===== src/rtl/ptq_pkg.sv =====
`timescale 1ns / 1ps
// ----------------------------------------------------------------------------
// ptq_pkg
// Shared sizes, codes and types of the periodic timer queue.
// ----------------------------------------------------------------------------
package ptq_pkg;

    localparam int TIMER_SLOTS = 16;
    localparam int MAX_RESULTS = 16;

    localparam int SLOT_W  = $clog2(TIMER_SLOTS);
    localparam int CNT_W   = $clog2(TIMER_SLOTS + 1);
    localparam int RES_W   = $clog2(MAX_RESULTS + 1);
    localparam int ORD_W   = $clog2(MAX_RESULTS);
    localparam int TIME_W  = 48;
    localparam int IVAL_W  = 32;
    localparam int SEQ_W   = 32;
    localparam int FSLOT_W = 4;

    localparam logic [1:0] FUNC_ADD    = 2'd0;
    localparam logic [1:0] FUNC_CANCEL = 2'd1;
    localparam logic [1:0] FUNC_TICK   = 2'd2;

    localparam logic [2:0] ST_ADDED     = 3'd0;
    localparam logic [2:0] ST_FULL      = 3'd1;
    localparam logic [2:0] ST_CANCELLED = 3'd2;
    localparam logic [2:0] ST_NOT_FOUND = 3'd3;
    localparam logic [2:0] ST_EXPIRED   = 3'd4;
    localparam logic [2:0] ST_NONE      = 3'd5;

    // Running minimum handed from cell to cell
    typedef struct packed {
        logic              any;
        logic [TIME_W-1:0] exp;
        logic [SLOT_W-1:0] idx;
        logic [SEQ_W-1:0]  seq;
    } t_link;

    typedef struct packed {
        logic wr;
        logic clr;
        logic take;
        logic rearm;
        logic untake;
    } t_cell_cmd;

endpackage


===== src/rtl/ptq_cell.sv =====
`timescale 1ns / 1ps
// ----------------------------------------------------------------------------
// ptq_cell
// One timer slot: holds its timer and folds itself into the running minimum.
// ----------------------------------------------------------------------------
module ptq_cell (
    input  logic                       i_clk,
    input  logic                       i_rst_n,
    input  logic [ptq_pkg::SLOT_W-1:0] i_idx,
    input  ptq_pkg::t_cell_cmd         i_cmd,
    input  logic [ptq_pkg::TIME_W-1:0] i_time,
    input  logic [ptq_pkg::IVAL_W-1:0] i_ival,
    input  logic [ptq_pkg::SEQ_W-1:0]  i_seq,
    input  logic                       i_pick,
    input  logic [ptq_pkg::TIME_W-1:0] i_now,
    input  ptq_pkg::t_link             i_link,
    output ptq_pkg::t_link             o_link,
    output logic                       o_valid,
    output logic [ptq_pkg::SEQ_W-1:0]  o_seq
);

    logic                       r_valid;
    logic                       r_taken;
    logic [ptq_pkg::TIME_W-1:0] r_exp;
    logic [ptq_pkg::IVAL_W-1:0] r_ival;
    logic [ptq_pkg::SEQ_W-1:0]  r_seq;
    ptq_pkg::t_link             r_link;
    ptq_pkg::t_link             n_link;
    logic [ptq_pkg::TIME_W:0]   w_sum;
    logic [ptq_pkg::TIME_W-1:0] w_rearm;
    logic                       w_elig;

    assign w_sum   = {1'b0, i_now} + {{(ptq_pkg::TIME_W + 1 - ptq_pkg::IVAL_W){1'b0}}, r_ival};
    // saturate at the top of the time range
    assign w_rearm = w_sum[ptq_pkg::TIME_W] ? {ptq_pkg::TIME_W{1'b1}}
                                            : w_sum[ptq_pkg::TIME_W-1:0];
    assign w_elig  = r_valid && (!i_pick || (!r_taken && (r_exp <= i_now)));

    always_comb begin
        n_link = i_link;
        // strict compare keeps the lower slot on a tie
        if (w_elig && (!i_link.any || (r_exp < i_link.exp))) begin
            n_link.any = 1'b1;
            n_link.exp = r_exp;
            n_link.idx = i_idx;
            n_link.seq = r_seq;
        end
    end

    always_ff @(posedge i_clk) begin
        if (!i_rst_n) begin
            r_valid <= 1'b0;
            r_taken <= 1'b0;
            r_link  <= '0;
        end else begin
            r_link <= n_link;
            if (i_cmd.wr) begin
                r_valid <= 1'b1;
            end else if (i_cmd.clr) begin
                r_valid <= 1'b0;
            end else if (i_cmd.rearm && r_taken && (r_ival == '0)) begin
                r_valid <= 1'b0;
            end
            if (i_cmd.take) begin
                r_taken <= 1'b1;
            end else if (i_cmd.untake) begin
                r_taken <= 1'b0;
            end
        end
    end

    always_ff @(posedge i_clk) begin
        if (i_cmd.wr) begin
            r_exp  <= i_time;
            r_ival <= i_ival;
            r_seq  <= i_seq;
        end else if (i_cmd.rearm && r_taken && (r_ival != '0)) begin
            r_exp <= w_rearm;
        end
    end

    assign o_link  = r_link;
    assign o_valid = r_valid;
    assign o_seq   = r_seq;

endmodule


===== config.mk =====
export PLATFORM = sky130hd
export DESIGN_NAME = ptq_cell
export DESIGN_NICKNAME = d
export VERILOG_FILES = /design/src/rtl/ptq_pkg.sv /design/src/rtl/ptq_cell.sv
export SDC_FILE = /design/constraint.sdc
export NUM_CORES = 1
export LEC_CHECK = 0
export BUFFER_PORTS_ARGS = -buffer_cell sky130_fd_sc_hd__buf_2
export CORE_MARGIN = 5
export CORE_UTILIZATION = 40
export DETAILED_ROUTE_END_ITERATION = 7
export MAX_ROUTING_LAYER = met4
export PLACE_DENSITY = 0.67
export REMOVE_ABC_BUFFERS = 1
export SYNTH_ARGS = -nofsm -noshare
export SYNTH_HDL_FRONTEND = slang
export SYNTH_SLANG_ARGS = --single-unit

===== constraint.sdc =====
create_clock -name i_clk -period 3.4 [get_ports i_clk]
set_input_delay 0.17 -clock i_clk [delete_from_list [all_inputs] [get_ports i_clk]]
set_output_delay 0.17 -clock i_clk [all_outputs]
set_load 0.005 [all_outputs]

* After elaboration in Yosys (flattened, before gate mapping)
Index checks and enable logic that the tools add are counted.
Cells by class: $add $sub $neg 1, magnitude comparators 2, reduce and logical (&&, ||, !) cells 16, muxes and demuxes 9
Operator list (count):
- $mux W48 | 3
- $mux W85 | 1
- $add A48 B32 Y49 | 1
- $le A48 B48 Y1 | 1
- $lt A48 B48 Y1 | 1
- $logic_not A32 Y1 | 1
- $reduce_bool A32 Y1 | 1
- $logic_and A1 B1 Y1 | 6
- $mux W1 | 5
- $reduce_bool A2 Y1 | 2
- $logic_not A1 Y1 | 3
- $reduce_bool A3 Y1 | 1
- $logic_or A1 B1 Y1 | 2
Storage, ports and cells: register bits after elaboration 199, bits of input ports 257, word-level logic and storage cells 37, output and inout port bits 118

* Longest topological paths before layout
Gate-level depths: netlist (run 1).
depth in word-level cells 6, mapped depth 12, mapped depth without buffers 10

* Worst setup path after synthesis (run 1)
OpenSTA, ideal clock, no wires.
path type reg2reg, start point reg r_ival[1] in the netlist's numbering, end point reg r_exp[0] in the netlist's numbering, enable pin, cell stages (with the launch flop) 5, setup slack 0.105 ns, arrival 2.832 ns, setup time 0.463 ns, data required time 2.937 ns, cell sequence edfxtp_1 nor4_1 nand4_1 nor2_1 o21bai_1
On the way: cells in the longest elaborated chain, start to end 3
Ends and longest elaborated chain:
- start: declaration | line ptq_cell.sv:25 | logic [ptq_pkg::IVAL_W-1:0] r_ival;
- start signal: assignment | line ptq_cell.sv:75 | r_ival <= i_ival;
- $reduce_bool A32 Y1 | line ptq_cell.sv:77 | end else if (i_cmd.rearm && r_taken && (r_ival != '0)) begin
- $logic_and A1 B1 Y1 | line ptq_cell.sv:77
- $reduce_bool A2 Y1 (no source line)
- end signal: assignment | line ptq_cell.sv:74 | r_exp <= i_time;
- end signal: assignment | line ptq_cell.sv:78 | r_exp <= w_rearm;
- end: declaration | line ptq_cell.sv:24 | logic [ptq_pkg::TIME_W-1:0] r_exp;
No other way between the ends. A chain may end at the register's enable or synchronous reset.

* Worst setup path after layout (run 1)
start point reg r_ival[10] in the netlist's numbering, end point reg r_exp[37] in the netlist's numbering, data pin
On the way: cells in the longest elaborated chain, start to end 4
Ends and longest elaborated chain:
- $add A48 B32 Y49 | line ptq_cell.sv:33 | assign w_sum = {1'b0, i_now} + {{(ptq_pkg::TIME_W + 1 - ptq_pkg::IVAL_W){1'b0}}, r_ival};
- $mux W48 | line ptq_cell.sv:35 | assign w_rearm = w_sum[ptq_pkg::TIME_W] ? {ptq_pkg::TIME_W{1'b1}}
- $mux W48 | line ptq_cell.sv:77
- $mux W48 | line ptq_cell.sv:73 | if (i_cmd.wr) begin
No other way between the ends. The select of a mux whose other input is x is not followed.

==> results of run 1 <==
[metal layers]
| layer | track usage [%] | part of all wire, % |
|---|---|---|
| met1 | 29.6 | 43 |
| met5 | - | 0 |
| met4 | 8.31 | 3.1 |
| met2 | 39.0 | 48 |
| met3 | 3.66 | 6.2 |
[placed cells by master (no fill, tap or decap), drive strengths merged, types with 14 or more instances in the layout]
cell type	instances
a21o	29
ha	127
nor3	22
nand2	230
dlygate4sd3	158
nand4	32
nor2b	14
inv	124
dfxtp	87
xnor2	22
o21ai	46
mux2i	85
nor2	33
a21oi	87
clkbuf	18
nand3	25
buf	401
nor4	14
edfxtp	112
[critical path, stage by stage, from the launching register on]
cell and delay (ns):
sky130_fd_sc_hd__edfxtp_1 0.41, sky130_fd_sc_hd__ha_1 0.44, sky130_fd_sc_hd__nand4_1 0.17, sky130_fd_sc_hd__nor2_1 0.23, sky130_fd_sc_hd__o2111ai_1 0.22, sky130_fd_sc_hd__a311oi_2 0.45, sky130_fd_sc_hd__nand4_2 0.24, sky130_fd_sc_hd__and3_2 0.36
sky130_fd_sc_hd__o21a_1 0.19, sky130_fd_sc_hd__o41a_1 0.30
[per-stage QoR]
step                      util (%)  worst slack [ns]  std cells
after detailed placement      48.5            0.0205       2021
after floorplan                  -             -7.16       1229
after global placement        48.5            0.0729       2021
after global routing          56.0           0.00270       2213
after CTS                     55.9            0.0897       2211
final                         56.0             0.120       2214
[final timing paths]
path / from / endpoint / slack [ns] / cells after the start
setup / recovery: r_ival[10] / r_exp[37] / 0.12 / 9
hold / removal: i_time[34] / r_exp[34] / 0.03 / 2
setup reg to reg: r_ival[10] / r_exp[37] / 0.12 / 9
hold reg to reg: o_seq[6] / o_link[6] / 0.55 / 2
[final cells by class]
type                            count  area (sq um)
Fill cell                        2618         13100
Multi-Input combinational cell    912          6320
Sequential cell                   199          5100
Timing Repair Buffer              560          3710
Tap cell                          390           488
Inverter                          118           443
Clock buffer                       17           425
Clock inverter                     15           193
Antenna cell                        3          7.51
[kinds of logic (layout without fill, tap and decap cells)]
| family | Yosys count | count (layout) |
|---|---|---|
| compound gates | 250 | 250 |
| xor+xnor | 33 | 33 |
| fa+ha+maj | 128 | 128 |
| buf+inv | 174 | 710 |
| flops | 199 | 199 |
| mux | 85 | 85 |
| other cells | 0 | 3 |
| simple gates | 416 | 416 |
[flip-flops by register name, indices dropped and copies added (netlist names)]
name	flops
o_link	85
o_seq	32
o_valid	1
r_exp	48
r_ival	32
r_taken	1
[cell usage after synthesis, drive strengths merged, types with 19 or more instances]
cell type,instances,share of area (%)
a21o,29,1.8
a21oi,87,3.6
buf,19,1.2
clkbuf,37,1.1
dfxtp,87,14
edfxtp,112,28
ha,127,13
inv,118,3.7
mux2i,85,7.0
nand2,230,7.1
nand3,25,1.0
nand4,32,1.8
nor2,33,1.0
nor3,22,0.91
o21ai,46,1.9
xnor2,22,1.6
[where the power goes]
group          switching (mW)  internal (mW)  total (mW)
logic                   0.967          0.866        1.83
clock network            1.08           1.01        2.09
registers               0.138           2.80        2.94
[what timing repair did]
| item | in CTS | in global routing |
|---|---|---|
| endpoints found under the setup margin | 3 | 66 |
| gates cloned | 0 | 0 |
| hold endpoints to repair | 154 | 0 |
| gates resized for setup | 1 | 9 |
| hold buffers | 158 | 0 |
| pin swaps | 0 | 1 |
==> metrics.log, run 1 <==
[metrics] post-detailed-route wirelength per cell: between 15 and 20 um
[metrics] critical path class: reg -> reg
[metrics] share of synthesized registers carrying an async set or reset: 0%
[metrics] remaining global-route overflow: 0
[metrics] CP max FO: 10
[metrics] H-tree depth: 4
[metrics] final-layout setup total negative slack: 0 ns
[metrics] arithmetic-cell share of the synthesized area counting full adders, half adders and majority gates: a little over an eighth
[metrics] number of buffer cells added on primary ports: 374
[metrics] data required time of the worst path: 3.60 ns
[metrics] count of unique library cells instantiated by Yosys: 69
[metrics] final std cell area, no fill: roughly 17000 sq um
[metrics] total core area: about 30000 sq um
[metrics] Leakage Power: slightly below 8 nW
[metrics] CTS tree: built
[metrics] share of the yosys chip area belonging to registers: 42.1%
[metrics] fmax: a little over 300 MHz
[metrics] period utilization: between 90% and 100%
[metrics] simple-gate share of the synthesized area: between 15 and 20%
[metrics] initial core utilization: 40.7%
[metrics] Via-to-Cell Ratio: between 5 and 6
[metrics] kind of end point of the critical path: register
[metrics] result of the run: complete, no violations
[metrics] flip-flop and latch count after synthesis: approximately 200
[metrics] xor and xnor area share after synthesis: between 2 and 2.5%
[metrics] I/O pin count: between 300 and 400
[metrics] drt pass-1 iters: 5
[metrics] horizontal die dimension: 184 um
[metrics] number of enable-type register cells in the synthesized netlist: 112
[metrics] Total Wirelength: 40100 um
[metrics] pin count of the biggest net entering global routing: between 100 and 150
[metrics] worst supply voltage drop on vdd: roughly 0.00035 V
[metrics] area fraction in compound gates after synthesis: between 10% and 20%
[metrics] final-stage net count: approximately 2.2k
[metrics] clock slew at reported path FFs: 0.08 ns
[metrics] Gate Count Post-Synth: approximately 1.3k
[metrics] Least-Margin Pin Slew: between 0.9 and 1 ns
[metrics] global-route wire length before repair: between 60000 and 70000 um
[metrics] fraction of final layout cells sized beyond drive strength 1: between 20% and 30%
[metrics] number of DRC markers in iteration 0: just over 900
[metrics] global router's overall resource usage: a little under a quarter
[metrics] worst setup skew after layout: 0.0147 ns
[metrics] DIE AREA: about 34000 sq um
[metrics] maxcap violations: 0
[metrics] Synth Flop Type: sky130_fd_sc_hd__edfxtp_1
[metrics] power density cells: ~400 nW/um^2
[metrics] Rows: between 60 and 70
[metrics] Setup violations, final: 0
[metrics] half-perimeter wire length of the detailed placement result: 30900 um
[metrics] Residual DRC: 0
[metrics] endpoint arrival time on the critical path: 3.48 ns
[metrics] Post-Place Cell Area: between 10000 and 15000 sq um
[metrics] Max-Slew Margin vs Limit: 39.8%
[metrics] class of the most critical hold timing path: in -> reg
[metrics] cell area after synthesis: around 12000 sq um
[metrics] average instance area after synthesis: ~9.4 sq um
[metrics] RSZ-0062 raised after global routing: no
[metrics] Clock Tree Root: sky130_fd_sc_hd__clkbuf_16
[metrics] smallest hold slack: around 0.033 ns
[metrics] Synth-to-Final Area Change: 37.8%
[metrics] Tot Pwr: ~6.9 mW
[metrics] die height: roughly 180 um
[metrics] Warnings, synthesis: 0
[metrics] dominant combinational cell family by area after synthesis: simple AND/OR/NAND/NOR gates
[metrics] final count of hold timing violations: 0
[metrics] time the final worst path needs with I/O delays and setup: between 3 and 4 ns
[metrics] via count: 11.4k
[metrics] maximum buffer depth of the clock tree: 2
[metrics] Clock Sinks: around 200
[metrics] number of antenna violations at the first check in global routing: 2
[metrics] mux share of post-synthesis cell area: around 7%
[metrics] number of global-route vias before repair: between 10k and 15k
[metrics] setup repair bufs after CTS: 0
[metrics] Setup crit start kind: register
[metrics] Post-DRT Antenna Nets: 0
[metrics] clock network latency to the later pin of the worst-skew pair: between 0.4 and 0.5 ns
[metrics] final weighted congestion in routability-driven placement: 0.905
[metrics] Final Max Slew Viols: 0
[metrics] CTS buffer count: 17
(Power assumes the default switching activity.)
==> inputs of run 2 (changes only) <==
--- a/config.mk
+++ b/config.mk
@@ -12,6 +12,7 @@
 export MAX_ROUTING_LAYER = met4
 export PLACE_DENSITY = 0.67
 export REMOVE_ABC_BUFFERS = 1
+export SETUP_SLACK_MARGIN = 0.4
 export SYNTH_ARGS = -nofsm -noshare
 export SYNTH_HDL_FRONTEND = slang
 export SYNTH_SLANG_ARGS = --single-unit
==> run 2 against run 1 <==
  * Largest power group unchanged
  * Utilization up 3.2 points
  * Critical path depth unchanged
  * Cell area up 5.6%
  * Via count up 2.9%
  * Sequential cell count unchanged
  * Clock power about the same
  * Total power up 3.8%
  * Non-clock buffer count up 43
  * Clock skew up 0.0020 ns
==> metrics.log, run 2 (synthesis gave the netlist of run 1 again) <==
[metrics] Via-to-Cell Ratio: 5.20 (+0.96%)
[metrics] Min-Delay Path Depth: 2 (unchanged)
[metrics] final cell count without fillers: 2257 (+1.9%)
[metrics] Synth-to-Final Area Change: 45.6%
[metrics] logic depth of the worst register-to-register path: 9 (unchanged)
[metrics] maximum buffer depth of the clock tree: 2 (unchanged)
[metrics] post-detailed-route wirelength per cell: 18.9 um (+4.3%)
[metrics] Post-DRT Antenna Nets: 0 (unchanged)
[metrics] buffers and inverters on the worst path: 0 (unchanged)
[metrics] horizontal die dimension: 184 um (unchanged)
[metrics] initial core utilization: 40.7% (unchanged)
[metrics] Leakage Power: 8.25 nW (+4.5%)
[metrics] hold path start: i_time[34]
[metrics] Clock Tree Root: sky130_fd_sc_hd__clkbuf_16
[metrics] Max-Slew Margin vs Limit: 40.5% (+0.71 points)
[metrics] fraction of final layout cells sized beyond drive strength 1: 29.3% (+4.5 points)
[metrics] kind of end point of the critical path: register
[metrics] RSZ-0062 raised after global routing: yes
[metrics] period utilization: 88.4% (-8.1 points)
[metrics] global router's overall resource usage: 24.2% (+0.57 points)
[metrics] Crit path largest cell delay: 0.46 ns (about the same)
[metrics] result of the run: complete, no violations
[metrics] number of global-route vias before repair: 11.7k (+1.9%)
[metrics] M3 GR Usage: 3.76% (+0.099 points)
[metrics] Residual DRC: 0 (unchanged)
[metrics] CP cell instances: ha_4 -> nand4_1 -> nor2_2 -> o2111ai_2 -> a311oi_4 -> nand4_4 -> a311oi_1 -> xnor2_1 -> o31a_1
[metrics] CP max FO: 6 (-4)
[metrics] critical path class: reg -> reg
[metrics] time the final worst path needs with I/O delays and setup: 3.00 ns (-0.275 ns)
[metrics] worst supply voltage drop on vdd: 0.000358 V (+1.1%)
[metrics] post-placement worst setup slack: 0.0205 ns (unchanged)
[metrics] final-stage net count: 2237 (+2.0%)
[metrics] r2r startpoint: r_ival[8]
[metrics] number of antenna violations at the first check in global routing: 2 (unchanged)
[metrics] data required time of the worst path: 3.60 ns (about the same)
[metrics] fraction of met1 tracks used by global routing: 30.1% (+0.48 points)
[metrics] DIE AREA: 33900 sq um (unchanged)
[metrics] clock slew at reported path FFs: 0.08 ns (about the same)
[metrics] remaining global-route overflow: 0 (unchanged)
[metrics] Least-Margin Pin Slew: 0.890 ns (-0.0106 ns)
[metrics] maxcap violations: 0 (unchanged)
[metrics] die height: 184 um (unchanged)
[metrics] routing usage on met2: 40.3% (+1.3 points)
[metrics] power density cells: 404 nW/um^2 (-1.7%)
[metrics] pin count of the biggest net entering global routing: 103 (unchanged)
[metrics] final count of hold timing violations: 0 (unchanged)
[metrics] Rows: 63 (unchanged)
[metrics] Worst Hold End: r_exp[34]
[metrics] total core area: 29800 sq um (unchanged)
[metrics] global-route wire length before repair: 62400 um (+2.3%)
[metrics] final weighted congestion in routability-driven placement: 0.905 (unchanged)
[metrics] endpoint of the worst register-to-register path: r_exp[43]
[metrics] half-perimeter wire length of the detailed placement result: 30900 um (unchanged)
[metrics] most common library cell in the layout ignoring fill and taps: sky130_fd_sc_hd__buf_2
[metrics] H-tree depth: 4 (unchanged)
[metrics] drt pass-1 iters: 6 (+1)
[metrics] number of buffer cells added on primary ports: 374 (unchanged)
[metrics] class of the most critical hold timing path: in -> reg
[metrics] via count: 11.7k (+2.9%)
[metrics] Top delay family on crit path: compound AO/OA/AOI/OAI gates
[metrics] Setup violations, final: 0 (unchanged)
[metrics] max reg flops: 85 (unchanged)
[metrics] highest-count cells in the layout ignoring fill and taps: sky130_fd_sc_hd__buf_2, sky130_fd_sc_hd__nand2_1, sky130_fd_sc_hd__dlygate4sd3_1
[metrics] flop-to-flop setup slack: 0.40 ns (+0.28 ns)
[metrics] Final Max Slew Viols: 0 (unchanged)
[metrics] Clock Sinks: 199 (unchanged)
[metrics] busiest grt layer: met2
[metrics] I/O pin count: 375 (unchanged)
[metrics] fmax: 333 MHz (+9.2%)
[metrics] worst-case setup margin in the final layout: 0.395 ns (+0.275 ns)
[metrics] worst setup skew after layout: 0.0167 ns (+0.00203 ns)
[metrics] Total Wirelength: 42600 um (+6.3%)
[metrics] endpoint arrival time on the critical path: 3.21 ns (-0.27 ns)
[metrics] number of DRC markers in iteration 0: 801 (-14%)
[metrics] CTS tree: built
[metrics] Setup crit start kind: register
[metrics] clock network latency to the later pin of the worst-skew pair: 0.46 ns (about the same)
[metrics] placed cell count: 2021 (unchanged)
[metrics] critical-path cell with the highest stage delay: sky130_fd_sc_hd__edfxtp_1
[metrics] CTS buffer count: 17 (unchanged)
## run 2: cell types whose count changed in the layout (fill, tap and decap cells not counted), sizes merged
cell,change
clkbuf,+4
diode,-1
buf,+39
and3,+1
## run 2: worst max-delay path by stage
stage / start / endpoint / slack [ns] / cells after the start
floorplan: r_exp[41] / o_link[0] / -7.16 / 8
global placement: r_exp[33] / o_link[83] / 0.07 / 10
detailed placement: r_exp[33] / o_link[9] / 0.02 / 10
CTS: r_exp[33] / o_link[9] / 0.39 / 11
global route: r_ival[19] / r_exp[34] / 0.32 / 11
finish: r_ival[8] / r_exp[43] / 0.40 / 9
## run 2: worst reg2reg max path: stages, from the launching register on
cell and delay, ns:
sky130_fd_sc_hd__edfxtp_1 0.46, sky130_fd_sc_hd__ha_4 0.34, sky130_fd_sc_hd__nand4_1 0.14, sky130_fd_sc_hd__nor2_2 0.18, sky130_fd_sc_hd__o2111ai_2 0.20, sky130_fd_sc_hd__a311oi_4 0.46, sky130_fd_sc_hd__nand4_4 0.20, sky130_fd_sc_hd__a311oi_1 0.40
sky130_fd_sc_hd__xnor2_1 0.11, sky130_fd_sc_hd__o31a_1 0.25
## run 2: repair_timing
action	in CTS	in global routing
pin swaps	11	25
setup endpoints to repair	119	103
hold buffers	158	0
cloned	2	8
hold endpoints to repair	154	0
gates resized for setup	35	57
setup buffers	16	18
## run 2: final cells by class
type / count / area (sq um)
Fill cell: 2530 / 12200
Multi-Input combinational cell: 913 / 6790
Sequential cell: 199 / 5100
Timing Repair Buffer: 603 / 4190
Tap cell: 390 / 488
Inverter: 118 / 443
Clock buffer: 17 / 425
Clock inverter: 15 / 193
Antenna cell: 2 / 5.00
## run 2: power by group
| group | internal, mW | switching [mW] |
|---|---|---|
| Clock | 1.01 | 1.09 |
| Sequential | 2.80 | 0.146 |
| Combinational | 1.02 | 1.06 |
## run 2: per-stage QoR
| stage | util (%) | hold slack [ns] | TNS, ns | power (mW) | cell area [sq um] |
|---|---|---|---|---|---|
| 2_1_floorplan | - | 0.269 | -601.30 | 3.99 | 11800 |
| 3_3_place_gp | 48.5 | 0.346 | 0 | 4.64 | 14500 |
| 3_5_place_dp | 48.5 | 0.348 | 0 | 4.65 | 14500 |
| 4_1_cts | 57.0 | 0.00204 | 0 | 6.99 | 17000 |
| 5_1_grt | 59.2 | 0.0142 | 0 | 7.50 | 17600 |
| 6_report | 59.2 | 0.0302 | 0 | 7.13 | 17600 |
## run 2: layer usage
layer / vias up / wire (um)
met2: 496 / 20600
met5: - / 0
li1: 5721 / -
met3: 85 / 2980
met1: 5436 / 17700
met4: 0 / 1290
==> inputs of run 3 (changes only) <==
--- a/config.mk
+++ b/config.mk
@@ -10,7 +10,7 @@
 export CORE_UTILIZATION = 40
 export DETAILED_ROUTE_END_ITERATION = 7
 export MAX_ROUTING_LAYER = met4
-export PLACE_DENSITY = 0.67
+export PLACE_DENSITY = 0.65
 export REMOVE_ABC_BUFFERS = 1
 export SETUP_SLACK_MARGIN = 0.4
 export SYNTH_ARGS = -nofsm -noshare
==> run 3 against run 2 <==
  * Sequential share of layout area down 0.31 points
  * Worst hold slack worse by 0.0026 ns
  * Setup slack worse by 0.036 ns
  * Combinational power up 2%
  * Register-to-register slack worse by 0.04 ns
  * Die area unchanged
  * Total power up 0.26%
  * Cell count up 0.44%
  * Fmax down 1.2%
  * Critical path type unchanged
  * Critical endpoint is now o_link[72]
  * Largest power group unchanged
==> metrics.log, run 3 (synthesis gave the netlist of run 1 again) <==
[metrics] result of the run: complete, no violations
[metrics] number of antenna violations at the first check in global routing: 3 (+1)
[metrics] Max-Slew Margin vs Limit: 38.1% (-2.4 points)
[metrics] worst setup skew after layout: 0.0138 ns (-0.00292 ns)
[metrics] final-stage net count: 2245 (+0.36%)
[metrics] endpoint arrival time on the critical path: 3.39 ns (+0.18 ns)
[metrics] Clock Tree Root: sky130_fd_sc_hd__clkbuf_16
[metrics] data required time of the worst path: 3.75 ns (+0.15 ns)
[metrics] fraction of final layout cells sized beyond drive strength 1: 29.8% (+0.52 points)
[metrics] final-layout setup total negative slack: 0 ns (unchanged)
[metrics] time the final worst path needs with I/O delays and setup: 3.04 ns (+0.0356 ns)
[metrics] pin count of the biggest net entering global routing: 71 (-31%)
[metrics] horizontal die dimension: 184 um (unchanged)
[metrics] drt pass-1 iters: 5 (-1)
[metrics] number of global-route vias before repair: 11.6k (-0.61%)
[metrics] Leakage Power: 8.31 nW (+0.72%)
[metrics] fmax: 329 MHz (-1.2%)
[metrics] core occupancy in the finished layout: 59.8% (+0.64 points)
[metrics] Via-to-Cell Ratio: 5.23 (+0.60%)
[metrics] placed cell count: 2029 (+0.40%)
[metrics] critical path class: reg -> reg
[metrics] CTS tree: built
[metrics] half-perimeter wire length of the detailed placement result: 30900 um (about the same)
[metrics] fraction of met1 tracks used by global routing: 29.7% (-0.43 points)
[metrics] filler cell count: 2550 (+0.79%)
[metrics] Final Max Slew Viols: 0 (unchanged)
[metrics] final std cell area, no fill: 17800 sq um (+1.1%)
[metrics] worst supply voltage drop on vdd: 0.000341 V (-4.7%)
[metrics] number of buffer cells added on primary ports: 374 (unchanged)
[metrics] global-route wire length before repair: 61200 um (-2.0%)
[metrics] period utilization: 89.4% (+1.0 points)
[metrics] global router's overall resource usage: 23.9% (-0.35 points)
[metrics] Setup violations, final: 0 (unchanged)
[metrics] most common library cell in the layout ignoring fill and taps: sky130_fd_sc_hd__buf_2
[metrics] Rows: 63 (unchanged)
[metrics] initial core utilization: 40.7% (unchanged)
[metrics] max reg flops: 85 (unchanged)
[metrics] number of DRC markers in iteration 0: 690 (-14%)
[metrics] CTS buffer count: 17 (unchanged)
[metrics] final weighted congestion in routability-driven placement: 0.948 (+4.8%)
[metrics] kind of end point of the critical path: register
[metrics] clock slew at reported path FFs: 0.08 ns (about the same)
[metrics] DIE AREA: 33900 sq um (unchanged)
[metrics] Residual DRC: 0 (unchanged)
[metrics] routing usage on met2: 39.3% (-1.0 points)
[metrics] class of the most critical hold timing path: in -> reg
[metrics] clock network latency to the later pin of the worst-skew pair: 0.46 ns (about the same)
[metrics] maxcap violations: 0 (unchanged)
[metrics] Least-Margin Pin Slew: 0.926 ns (+0.0360 ns)
[metrics] via count: 11.9k (+1.0%)
[metrics] die height: 184 um (unchanged)
[metrics] Synth-to-Final Area Change: 47.1%
[metrics] RSZ-0062 raised after global routing: yes
[metrics] H-tree depth: 4 (unchanged)
[metrics] highest-count cells in the layout ignoring fill and taps: sky130_fd_sc_hd__buf_2, sky130_fd_sc_hd__nand2_1, sky130_fd_sc_hd__dlygate4sd3_1
[metrics] final count of hold timing violations: 0 (unchanged)
[metrics] Tot Pwr: 7.15 mW (+0.26%)
[metrics] I/O pin count: 375 (unchanged)
[metrics] busiest grt layer: met2
[metrics] Clock Sinks: 199 (unchanged)
[metrics] CP max FO: 6 (unchanged)
[metrics] Post-DRT Antenna Nets: 0 (unchanged)
[metrics] Post-Place Cell Area: 14500 sq um (+0.33%)
[metrics] Setup crit start kind: register
[metrics] maximum buffer depth of the clock tree: 2 (unchanged)
[metrics] power density cells: 401 nW/um^2 (-0.82%)
[metrics] final cell count without fillers: 2267 (+0.44%)
[metrics] Storage cell area: 5100 sq um (unchanged)
[metrics] total core area: 29800 sq um (unchanged)
[metrics] remaining global-route overflow: 0 (unchanged)
[metrics] post-detailed-route wirelength per cell: 19.0 um (+0.90%)
[metrics] Multi-input gate area: 6900 sq um (+1.6%)
[metrics] M3 GR Usage: 3.13% (-0.63 points)
[metrics] Total Wirelength: 43100 um (+1.3%)
## run 3: critical path, cell delays in order (launching register included)
cell and delay (ns):
sky130_fd_sc_hd__edfxtp_1 0.50, sky130_fd_sc_hd__ha_4 0.32, sky130_fd_sc_hd__nand4_1 0.13, sky130_fd_sc_hd__or3_4 0.40
sky130_fd_sc_hd__or4_4 0.46, sky130_fd_sc_hd__or3_4 0.36, sky130_fd_sc_hd__o311ai_4 0.08, sky130_fd_sc_hd__nor3_4 0.08
sky130_fd_sc_hd__buf_6 0.18, sky130_fd_sc_hd__buf_12 0.14, sky130_fd_sc_hd__clkbuf_16 0.16, sky130_fd_sc_hd__mux2i_1 0.12
## run 3: metal layers
layer	up-vias	part of all wire, %
met5	-	0
met4	0	3.3
met3	83	5.3
met2	432	50
met1	5605	42
li1	5741	-
## run 3: path summary, 6_finish.rpt
path,from,to,slack [ns],cells past startpoint
max,r_exp[47],o_link[72],0.36,11
min,i_cmd[0],r_taken,0.03,3
max reg2reg,r_exp[47],o_link[72],0.36,11
min reg2reg,o_seq[16],o_link[16],0.55,2
## run 3: where the power goes
| part | switching [mW] | total (mW) | internal (mW) |
|---|---|---|---|
| logic | 1.08 | 2.13 | 1.05 |
| clock network | 1.02 | 2.06 | 1.04 |
| registers | 0.148 | 2.95 | 2.80 |
| total | 2.25 | 7.15 | 4.90 |
## run 3: stage by stage
step / hold WS [ns] / setup slack [ns]
after floorplan: 0.269 / -7.16
after global placement: 0.346 / 0.0837
after detailed placement: 0.348 / 0.0966
after CTS: 0.00201 / 0.383
after global routing: 0.00312 / 0.285
final: 0.0276 / 0.359
## run 3: what timing repair did
item | CTS | global route
pin swaps | 13 | 48
hold endpoints to repair | 157 | 0
cloned | 2 | 10
buffers inserted | 13 | 17
setup endpoints to repair | 122 | 113
gates resized for setup | 33 | 74
hold buffers | 160 | 0
## run 3: area by class of cell
class	count	share of cell area, %
Clock inverter	15	0.913
Timing Repair Buffer	611	24.1
Sequential cell	199	28.6
Multi-Input combinational cell	913	38.7
Antenna cell	4	0.0562
Inverter	118	2.49
Clock buffer	17	2.39
Tap cell	390	2.74
